===== src/hdl/a64_instruction_encoder_top_defines.svh =====
// ----------------------------------------------------------------------------
// A64 instruction encoder assertion macros
// Shared concurrent assertion forms, clocked on clk_i with reset disable.
// ----------------------------------------------------------------------------
`ifndef A64_INSTRUCTION_ENCODER_TOP_DEFINES_SVH
`define A64_INSTRUCTION_ENCODER_TOP_DEFINES_SVH

// same-cycle implication
`define A64E_ASSERT_SAME(lbl, ante, cons, msg) \
  lbl: assert property (@(posedge clk_i) disable iff (!rst_ni) (ante) |-> (cons)) \
    else $error(msg);

// next-cycle implication
`define A64E_ASSERT_NEXT(lbl, ante, cons, msg) \
  lbl: assert property (@(posedge clk_i) disable iff (!rst_ni) (ante) |=> (cons)) \
    else $error(msg);

`endif


===== src/hdl/a64enc_pkg.sv =====
// ----------------------------------------------------------------------------
// A64 encoder package
// Mnemonic codes, field widths and constants of the A64 instruction encoder.
// ----------------------------------------------------------------------------
`default_nettype none

package a64enc_pkg;

  localparam int unsigned OpW    = 6;
  localparam int unsigned RegW   = 5;
  localparam int unsigned ImmW   = 32;
  localparam int unsigned StW    = 2;
  localparam int unsigned AmtW   = 6;
  localparam int unsigned WordW  = 32;
  localparam int unsigned CountW = 30;
  localparam int unsigned TdataW = 64;

  localparam logic [RegW-1:0]  ZeroReg      = 5'd31;
  localparam logic [31:0]      NopWord      = 32'hD503201F;
  localparam logic [15:0]      BrTop        = 16'hD61F;
  localparam logic [7:0]       BcondTop     = 8'd84;
  localparam logic [3:0]       RegOffOption = 4'd13;

  // mnemonic codes
  localparam logic [OpW-1:0] OP_ADD_IMM  = 6'd0;
  localparam logic [OpW-1:0] OP_ADDS_IMM = 6'd1;
  localparam logic [OpW-1:0] OP_SUB_IMM  = 6'd2;
  localparam logic [OpW-1:0] OP_SUBS_IMM = 6'd3;
  localparam logic [OpW-1:0] OP_ADD_REG  = 6'd4;
  localparam logic [OpW-1:0] OP_ADDS_REG = 6'd5;
  localparam logic [OpW-1:0] OP_SUB_REG  = 6'd6;
  localparam logic [OpW-1:0] OP_SUBS_REG = 6'd7;
  localparam logic [OpW-1:0] OP_CMP_IMM  = 6'd8;
  localparam logic [OpW-1:0] OP_CMN_IMM  = 6'd9;
  localparam logic [OpW-1:0] OP_CMP_REG  = 6'd10;
  localparam logic [OpW-1:0] OP_CMN_REG  = 6'd11;
  localparam logic [OpW-1:0] OP_NEG_IMM  = 6'd12;
  localparam logic [OpW-1:0] OP_NEGS_IMM = 6'd13;
  localparam logic [OpW-1:0] OP_NEG_REG  = 6'd14;
  localparam logic [OpW-1:0] OP_NEGS_REG = 6'd15;
  localparam logic [OpW-1:0] OP_AND      = 6'd16;
  localparam logic [OpW-1:0] OP_BIC      = 6'd17;
  localparam logic [OpW-1:0] OP_ORR      = 6'd18;
  localparam logic [OpW-1:0] OP_ORN      = 6'd19;
  localparam logic [OpW-1:0] OP_EOR      = 6'd20;
  localparam logic [OpW-1:0] OP_EON      = 6'd21;
  localparam logic [OpW-1:0] OP_ANDS     = 6'd22;
  localparam logic [OpW-1:0] OP_BICS     = 6'd23;
  localparam logic [OpW-1:0] OP_TST      = 6'd24;
  localparam logic [OpW-1:0] OP_MOVN     = 6'd25;
  localparam logic [OpW-1:0] OP_MOVZ     = 6'd26;
  localparam logic [OpW-1:0] OP_MOVK     = 6'd27;
  localparam logic [OpW-1:0] OP_MOV      = 6'd28;
  localparam logic [OpW-1:0] OP_MVN      = 6'd29;
  localparam logic [OpW-1:0] OP_MADD     = 6'd30;
  localparam logic [OpW-1:0] OP_MSUB     = 6'd31;
  localparam logic [OpW-1:0] OP_MUL      = 6'd32;
  localparam logic [OpW-1:0] OP_MNEG     = 6'd33;
  localparam logic [OpW-1:0] OP_B        = 6'd34;
  localparam logic [OpW-1:0] OP_B_EQ     = 6'd35;
  localparam logic [OpW-1:0] OP_B_NE     = 6'd36;
  localparam logic [OpW-1:0] OP_B_GE     = 6'd37;
  localparam logic [OpW-1:0] OP_B_LT     = 6'd38;
  localparam logic [OpW-1:0] OP_B_GT     = 6'd39;
  localparam logic [OpW-1:0] OP_B_LE     = 6'd40;
  localparam logic [OpW-1:0] OP_B_AL     = 6'd41;
  localparam logic [OpW-1:0] OP_BR       = 6'd42;
  localparam logic [OpW-1:0] OP_LDR_UOFF = 6'd43;
  localparam logic [OpW-1:0] OP_STR_UOFF = 6'd44;
  localparam logic [OpW-1:0] OP_LDR_PRE  = 6'd45;
  localparam logic [OpW-1:0] OP_STR_PRE  = 6'd46;
  localparam logic [OpW-1:0] OP_LDR_POST = 6'd47;
  localparam logic [OpW-1:0] OP_STR_POST = 6'd48;
  localparam logic [OpW-1:0] OP_LDR_ROFF = 6'd49;
  localparam logic [OpW-1:0] OP_STR_ROFF = 6'd50;
  localparam logic [OpW-1:0] OP_LDR_LIT  = 6'd51;
  localparam logic [OpW-1:0] OP_INT      = 6'd52;
  localparam logic [OpW-1:0] OP_NOP      = 6'd53;

  // condition field codes
  localparam logic [4:0] COND_EQ = 5'd0;
  localparam logic [4:0] COND_NE = 5'd1;
  localparam logic [4:0] COND_GE = 5'd10;
  localparam logic [4:0] COND_LT = 5'd11;
  localparam logic [4:0] COND_GT = 5'd12;
  localparam logic [4:0] COND_LE = 5'd13;
  localparam logic [4:0] COND_AL = 5'd14;

  typedef struct packed {
    logic [OpW-1:0]  opcode;
    logic            wide_regs;
    logic [RegW-1:0] first_reg;
    logic [RegW-1:0] second_reg;
    logic [RegW-1:0] third_reg;
    logic [RegW-1:0] fourth_reg;
    logic [ImmW-1:0] immediate;
    logic [StW-1:0]  shift_type;
    logic [AmtW-1:0] shift_amount;
  } item_t;

  function automatic logic [31:0] arith_imm(input logic sf, input logic [1:0] opc,
                                            input logic [4:0] rd, input logic [4:0] rn,
                                            input logic [31:0] imm, input logic [5:0] amt);
    return {sf, opc, 1'b1, 2'b00, 3'b010, (amt != 6'd0), imm[11:0], rn, rd};
  endfunction

  function automatic logic [31:0] dp_reg(input logic sf, input logic [1:0] opc,
                                         input logic [3:0] opr, input logic [4:0] rm,
                                         input logic [5:0] amt, input logic [4:0] rn,
                                         input logic [4:0] rd);
    return {sf, opc, 1'b0, 3'b101, opr, rm, amt, rn, rd};
  endfunction

  function automatic logic [31:0] arith_reg(input logic sf, input logic [1:0] opc,
                                            input logic [4:0] rd, input logic [4:0] rn,
                                            input logic [4:0] rm, input logic [1:0] st,
                                            input logic [5:0] amt);
    return dp_reg(sf, opc, {1'b1, st, 1'b0}, rm, amt, rn, rd);
  endfunction

  // lcode: and, bic, orr, orn, eor, eon, ands, bics
  function automatic logic [31:0] logic_reg(input logic sf, input logic [2:0] lcode,
                                            input logic [4:0] rd, input logic [4:0] rn,
                                            input logic [4:0] rm, input logic [1:0] st,
                                            input logic [5:0] amt);
    return dp_reg(sf, lcode[2:1], {1'b0, st, lcode[0]}, rm, amt, rn, rd);
  endfunction

  function automatic logic [31:0] mul_acc(input logic sf, input logic sub,
                                          input logic [4:0] rd, input logic [4:0] rn,
                                          input logic [4:0] rm, input logic [4:0] ra);
    return {sf, 2'b00, 1'b1, 3'b101, 4'b1000, rm, sub, ra, rn, rd};
  endfunction

endpackage

`default_nettype wire


===== src/hdl/a64_instruction_encoder_top.sv =====
// ----------------------------------------------------------------------------
// A64 instruction encoder
// The input register holds each instruction; its encoded word is then registered in the result register.
// Throughput: one instruction per cycle while results are taken; encode: two subtracts plus mux.
// A full result register that is not taken stalls only when the input reg is full.
// Reset: asynchronous, clears both valid flags and the instruction counter.
// ----------------------------------------------------------------------------
`default_nettype none

`include "a64_instruction_encoder_top_defines.svh"

module a64_instruction_encoder_top
  import a64enc_pkg::*;
(
  input  wire logic                clk_i,
  input  wire logic                rst_ni,
  input  wire logic                s_axis_tvalid,
  output logic                     s_axis_tready,
  // wide_regs, first_reg, second_reg, third_reg, fourth_reg, immediate,
  // shift_type, shift_amount, zero pad
  input  wire logic [TdataW-1:0]   s_axis_tdata,
  // opcode
  input  wire logic [OpW-1:0]      s_axis_tuser,
  output logic                     m_axis_tvalid,
  input  wire logic                m_axis_tready,
  // machine_word
  output logic [WordW-1:0]         m_axis_tdata
);

  logic              in_valid_q;
  item_t             item_q;
  logic              out_valid_q;
  logic [WordW-1:0]  word_q;
  logic [WordW-1:0]  word_d;
  logic [CountW-1:0] count_q;
  logic              advance;
  logic              in_xfer;

  assign advance       = in_valid_q && (!out_valid_q || m_axis_tready);
  assign s_axis_tready = !in_valid_q || advance;
  assign in_xfer       = s_axis_tvalid && s_axis_tready;
  assign m_axis_tvalid = out_valid_q;
  assign m_axis_tdata  = word_q;

  always_ff @(posedge clk_i or negedge rst_ni) begin
    if (!rst_ni) begin
      in_valid_q  <= 1'b0;
      out_valid_q <= 1'b0;
      count_q     <= '0;
    end else begin
      if (in_xfer) begin
        in_valid_q <= 1'b1;
      end else if (advance) begin
        in_valid_q <= 1'b0;
      end
      if (advance) begin
        out_valid_q <= 1'b1;
        count_q     <= count_q + CountW'(1);
      end else if (m_axis_tready) begin
        out_valid_q <= 1'b0;
      end
    end
  end

  always_ff @(posedge clk_i) begin
    if (in_xfer) begin
      item_q.opcode       <= s_axis_tuser;
      item_q.wide_regs    <= s_axis_tdata[0];
      item_q.first_reg    <= s_axis_tdata[5:1];
      item_q.second_reg   <= s_axis_tdata[10:6];
      item_q.third_reg    <= s_axis_tdata[15:11];
      item_q.fourth_reg   <= s_axis_tdata[20:16];
      item_q.immediate    <= s_axis_tdata[52:21];
      item_q.shift_type   <= s_axis_tdata[54:53];
      item_q.shift_amount <= s_axis_tdata[60:55];
    end
    if (advance) begin
      word_q <= word_d;
    end
  end

  // encode
  always_comb begin
    logic              sf;
    logic [4:0]        r1;
    logic [4:0]        r2;
    logic [4:0]        r3;
    logic [4:0]        r4;
    logic [31:0]       imm;
    logic [1:0]        st;
    logic [5:0]        amt;
    logic [CountW-1:0] woff;
    logic [2:0]        xop;
    logic [11:0]       xoff;
    logic [4:0]        cond;
    sf   = item_q.wide_regs;
    r1   = item_q.first_reg;
    r2   = item_q.second_reg;
    r3   = item_q.third_reg;
    r4   = item_q.fourth_reg;
    imm  = item_q.immediate;
    st   = item_q.shift_type;
    amt  = item_q.shift_amount;
    // (imm - 4*count) >> 2; low pc bits are zero
    woff = imm[31:2] - count_q;
    xop  = 3'(item_q.opcode - OP_LDR_UOFF);
    if (xop[2:1] == 2'b00) begin
      xoff = sf ? imm[14:3] : imm[13:2];
    end else if (xop[2:1] == 2'b11) begin
      xoff = {1'b1, r3, 1'b0, RegOffOption, 1'b0};
    end else begin
      xoff = {1'b0, imm[8:0], (xop[2:1] == 2'b01), 1'b1};
    end
    case (item_q.opcode)
      OP_B_EQ: cond = COND_EQ;
      OP_B_NE: cond = COND_NE;
      OP_B_GE: cond = COND_GE;
      OP_B_LT: cond = COND_LT;
      OP_B_GT: cond = COND_GT;
      OP_B_LE: cond = COND_LE;
      default: cond = COND_AL;
    endcase
    unique case (item_q.opcode) inside
      OP_ADD_IMM, OP_ADDS_IMM, OP_SUB_IMM, OP_SUBS_IMM: begin
        word_d = arith_imm(sf, item_q.opcode[1:0], r1, r2, imm, amt);
      end
      OP_ADD_REG, OP_ADDS_REG, OP_SUB_REG, OP_SUBS_REG: begin
        word_d = arith_reg(sf, item_q.opcode[1:0], r1, r2, r3, st, amt);
      end
      OP_CMP_IMM:  word_d = arith_imm(sf, 2'd3, ZeroReg, r1, imm, amt);
      OP_CMN_IMM:  word_d = arith_imm(sf, 2'd1, ZeroReg, r1, imm, amt);
      OP_CMP_REG:  word_d = arith_reg(sf, 2'd3, ZeroReg, r1, r2, st, amt);
      OP_CMN_REG:  word_d = arith_reg(sf, 2'd1, ZeroReg, r1, r2, st, amt);
      OP_NEG_IMM:  word_d = arith_imm(sf, 2'd2, r1, ZeroReg, imm, amt);
      OP_NEGS_IMM: word_d = arith_imm(sf, 2'd3, r1, ZeroReg, imm, amt);
      OP_NEG_REG:  word_d = arith_reg(sf, 2'd2, r1, ZeroReg, r2, st, amt);
      OP_NEGS_REG: word_d = arith_reg(sf, 2'd3, r1, ZeroReg, r2, st, amt);
      OP_AND, OP_BIC, OP_ORR, OP_ORN, OP_EOR, OP_EON, OP_ANDS, OP_BICS: begin
        word_d = logic_reg(sf, item_q.opcode[2:0], r1, r2, r3, st, amt);
      end
      OP_TST: word_d = logic_reg(sf, 3'd6, ZeroReg, r1, r2, st, amt);
      OP_MOVN: word_d = {sf, 2'd0, 1'b1, 2'b00, 3'b101, amt[5:4], imm[15:0], r1};
      OP_MOVZ: word_d = {sf, 2'd2, 1'b1, 2'b00, 3'b101, amt[5:4], imm[15:0], r1};
      OP_MOVK: word_d = {sf, 2'd3, 1'b1, 2'b00, 3'b101, amt[5:4], imm[15:0], r1};
      OP_MOV:  word_d = logic_reg(sf, 3'd2, r1, ZeroReg, r2, st, amt);
      OP_MVN:  word_d = logic_reg(sf, 3'd3, r1, ZeroReg, r2, st, amt);
      OP_MADD: word_d = mul_acc(sf, 1'b0, r1, r2, r3, r4);
      OP_MSUB: word_d = mul_acc(sf, 1'b1, r1, r2, r3, r4);
      OP_MUL:  word_d = mul_acc(sf, 1'b0, r1, r2, r3, ZeroReg);
      OP_MNEG: word_d = mul_acc(sf, 1'b1, r1, r2, r3, ZeroReg);
      OP_B:    word_d = {6'b000101, woff[25:0]};
      OP_B_EQ, OP_B_NE, OP_B_GE, OP_B_LT, OP_B_GT, OP_B_LE, OP_B_AL: begin
        word_d = {BcondTop, woff[18:0], cond};
      end
      OP_BR:   word_d = {BrTop, 6'b000000, r1, 5'b00000};
      OP_LDR_UOFF, OP_STR_UOFF, OP_LDR_PRE, OP_STR_PRE,
      OP_LDR_POST, OP_STR_POST, OP_LDR_ROFF, OP_STR_ROFF: begin
        word_d = {1'b1, sf, 3'b111, 2'b00, (xop[2:1] == 2'b00), 1'b0, !xop[0], xoff,
                  r2, r1};
      end
      OP_LDR_LIT: word_d = {1'b0, sf, 3'b011, 3'b000, woff[18:0], r1};
      OP_INT:     word_d = imm;
      OP_NOP:     word_d = NopWord;
      default:    word_d = '0;
    endcase
  end

  `A64E_ASSERT_NEXT(a_adv_fills_out, advance, out_valid_q, "result register not loaded")
  `A64E_ASSERT_NEXT(a_count_step, advance, count_q == $past(count_q) + CountW'(1),
                    "counter did not step on issue")
  `A64E_ASSERT_NEXT(a_count_hold, !advance, $stable(count_q), "counter moved without issue")
  `A64E_ASSERT_NEXT(a_in_loaded, in_xfer, in_valid_q, "input register not loaded")
  `A64E_ASSERT_NEXT(a_in_held, in_valid_q && !advance, in_valid_q && $stable(item_q),
                    "stalled input register changed")

endmodule

`default_nettype wire

===== config.mk =====
export PLATFORM = sky130hd
export DESIGN_NAME = a64_instruction_encoder_top
export DESIGN_NICKNAME = d
export VERILOG_FILES = /design/src/hdl/a64enc_pkg.sv /design/src/hdl/a64_instruction_encoder_top.sv
export VERILOG_INCLUDE_DIRS = /design/src /design/src/hdl
export SDC_FILE = /design/constraint.sdc
export NUM_CORES = 1
export LEC_CHECK = 0
export BUFFER_PORTS_ARGS = -buffer_cell sky130_fd_sc_hd__buf_2
export CELL_PAD_IN_SITES_DETAIL_PLACEMENT = 0
export CELL_PAD_IN_SITES_GLOBAL_PLACEMENT = 1
export CORE_MARGIN = 2
export CORE_UTILIZATION = 42
export CTS_BUF_LIST = sky130_fd_sc_hd__clkbuf_4 sky130_fd_sc_hd__clkbuf_8
export CTS_CLUSTER_SIZE = 20
export DETAILED_ROUTE_END_ITERATION = 6
export HOLD_SLACK_MARGIN = 0.03
export PLACE_DENSITY_LB_ADDON = 0.1
export SLEW_MARGIN = 5
export SYNTH_ARGS = -nofsm -noshare
export SYNTH_HDL_FRONTEND = slang
export SYNTH_SLANG_ARGS = --single-unit
export TNS_END_PERCENT = 50

===== constraint.sdc =====
create_clock -name clk_i -period 2.7 [get_ports clk_i]
set_input_delay 0.135 -clock clk_i [delete_from_list [all_inputs] [get_ports clk_i]]
set_output_delay 0.135 -clock clk_i [all_outputs]
set_load 0.005 [all_outputs]

==> out/results.tsv <==
metric	value	unit
dominant synthesized flop cell	edfxtp_1	
part of the cycle the worst path needs	102	%
Max stage delay on crit path	450	ps
clk_skew	21.4	ps
largest net degree at the start of global routing	68	
final WL	27800	um
CTS tree	yes	
relative slew slack	54.8	%
H-tree depth	4	
clk_lat worst skew	460	ps
Yosys cell types	64	
Syn Inst Count	744	
overall power	6.33	mW
reg-to-reg critical path endpoint	m_axis_tdata[2]	
Starting Density	42.6	%
Antenna Cells	0	
Hold Crit Class	in2async	
Tightest Pin Transition	677	ps
Mapped Nets	849	
Setup Crit Path Kind	reg2reg	
post-synthesis simple-gate area fraction	14.2	%
Buffers on Ports	104	
die area	19200	sq um
final period demand of the worst path	2760	ps
flop-to-flop setup slack	-60	ps
Area growth, synth to finish	48.6	%
CP max-delay cell	edfxtp_1	
EDFF count, synth	99	
failing checks	setup timing	
post-synthesis compound-gate area fraction	20.6	%
crit path launch type	flop	
initial antenna violation count	0	
clk buf depth	2	
Final #Nets	1181	
fmax	363	MHz
Final Max Slew Viols	0	
WP data required	2900	ps
largest family of logic cells by synthesized area	compound AO/OA/AOI/OAI gates	
Detailed Place HPWL	20400	um
count of final setup violators	3	
GPL Wtd Cong	0.927	
WP buf/inv	2	
Final Hold Vio Count	0	
# rows	49	
Die H	138	um
arrival time worst endpoint	2960	ps
MaxCap Viol Count	0	
clk sink count	127	
Yosys Warn Count	0	
Multi-input gate area	4130	sq um
worst-path fanout max	5	
Die X	138	um
clock root buffer	clkbuf_8	
I/O pins	108	
DRT Pass-1 Iters	5	
Reg clk slew, reported paths	80	ps
crit-path cells	buf_4 > ha_4 > buf_4 > nor3_4 > o21bai_4 > a21oi_2 > or3_4 > or3_4 > a211o_1	
Synth Cell Area	7600	sq um
Detail Route Antenna Nets	0	
CTS buffer count	17	
Layout fillers	1488	
CP top delay family	simple AND/OR/NAND/NOR gates	
commonest non-fill, non-tap cell in the layout	buf_4	
worst vdd ir	0.000497	V
Reg area	3670	sq um
most frequent cells in the layout	buf_4 (164), buf_2 (104), edfxtp_1 (99)	
outcome	finished with violations	
LEAKAGE	4.74	nW
post-synthesis mux area share	2.11	%
post-synth top area cell	edfxtp_1	
layout cell share with drive strength beyond 1	36.0	%
Yosys top cell area share	39.1	%
core area	17800	sq um
drt drc	0	
routed len/inst	21.1	um
grt total ovfl	0	
FF+latch count, synth	127	
vias per std cell	5.67	
setup ws final	-56.5	ps
initial drt markers	733	
vias in the first global route	7482	
All-Layer GR Usage	28.5	%
FFs w/ async S/R, synth	22.0	%
Worst R2R Path Depth	9	
Power Dens Cells	561	nW/um^2
synth top area cells	edfxtp_1 (39%), dfrtp_1 (9.2%), ha_1 (4.9%)	
xor-xnor portion of the synthesized cell area	5.42	%
Hold Worst Slack	243	ps
via count	7474	
global-route wire length before repair	42200	um
Avg Cell Area, Syn	10.2	sq um
RSZ-0062 raised after global routing	true	
FF-to-FF Start	item_q[61]	
post-synthesis adder-cell area fraction	5.20	%
Worst Setup End Kind	flop	
Seq/Total Area, Yosys	48.4	%
## layer usage
layer	up-vias	track usage, %	routed length [um]
met5	-	0	0
met4	0	8.92	637
met3	47	4.50	1630
met2	306	48.4	13700
met1	3618	37.8	11800
li1	3503	-	-
## where the power goes
group / internal (mW) / switching (mW)
clock: 0.943 / 0.853
sequential: 2.33 / 0.107
combinational: 1.01 / 1.09
## worst max-delay path by stage
stage               startpoint          endpoint  slack (ps)  depth (start not counted)
finish              item_q[61]   m_axis_tdata[2]         -60                          9
floorplan           item_q[15]  m_axis_tdata[17]          80                          9
global placement    item_q[61]  m_axis_tdata[17]        -170                         12
detailed placement  item_q[61]  m_axis_tdata[13]        -210                         11
global route        item_q[61]   m_axis_tdata[2]        -110                         10
CTS                 count_q[5]  m_axis_tdata[23]         -80                         11
## sequential cells by signal, indices dropped and copies added (netlist names)
signal	cells
m_axis_tvalid	1
in_valid_q	1
count_q	26
m_axis_tdata	32
item_q	67
## repair_timing
| action | CTS | global route |
|---|---|---|
| hold buffers | 71 | 0 |
| gates cloned | 0 | 1 |
| setup endpoints to repair | 26 | 26 |
| resized for setup | 36 | 68 |
| endpoints found under the hold margin | 97 | 0 |
| pin swaps | 12 | 33 |
| setup buffers | 11 | 13 |
## cells by family (layout without fill, tap and decap cells)
kind of cell,after synthesis,count (layout)
compound gates,229,230
xor+xnor,47,47
fa+ha+maj,31,31
buf+inv,75,419
flops,127,127
mux,16,16
simple gates,219,219
## final cells by class
class	count	area share [%]
Sequential cell	127	32.5
Inverter	37	1.26
Clock buffer	18	2.14
Clock inverter	14	1.62
Tap cell	229	2.54
Timing Repair Buffer	350	23.3
Multi-Input combinational cell	543	36.6
## synthesized netlist by cell type, types with 3 or more instances
| library cell | instances |
|---|---|
| xor2_1 | 12 |
| nand2b_1 | 9 |
| a211o_1 | 5 |
| nor2b_1 | 7 |
| o21ai_0 | 34 |
| o21ai_1 | 10 |
| and3_1 | 10 |
| nand3_1 | 25 |
| edfxtp_1 | 99 |
| nand2_1 | 65 |
| a221o_1 | 12 |
| a22oi_1 | 3 |
| and2_1 | 5 |
| dfrtp_1 | 28 |
| a31oi_1 | 8 |
| o211ai_1 | 7 |
| a211oi_1 | 13 |
| a221oi_1 | 20 |
| nor2_1 | 48 |
| a2111oi_0 | 4 |
| o21a_1 | 3 |
| or3_1 | 5 |
| nor3_1 | 17 |
| o2111ai_1 | 6 |
| nand4_1 | 10 |
| a21o_1 | 15 |
| clkbuf_1 | 19 |
| xnor2_1 | 35 |
| buf_2 | 15 |
| ha_1 | 30 |
| a222oi_1 | 5 |
| a21oi_1 | 58 |
| mux2i_1 | 16 |
| o221ai_1 | 9 |
| nor4_1 | 4 |
| inv_1 | 36 |
## worst reg2reg max path: stages, from the launching register on
cell and delay, ps:
edfxtp_1 450, buf_4 180, ha_4 180, buf_4 140
nor3_4 180, o21bai_4 180, a21oi_2 80, or3_4 400
or3_4 440, a211o_1 280
## per-stage QoR
stage                     worst slack (ps)  std cells  area (sq um)  setup TNS, ps  util [%]
final                                -56.5       1318         11300           -131      63.3
after global routing                  -115       1318         11300          -1240      63.3
after CTS                            -79.8       1304         10800           -284      60.6
after detailed placement              -213       1190          9440          -2500      52.9
after global placement                -168       1190          9440          -2410      52.9
after floorplan                       81.8        744          7600              0         -
(Power assumes the default switching activity.)
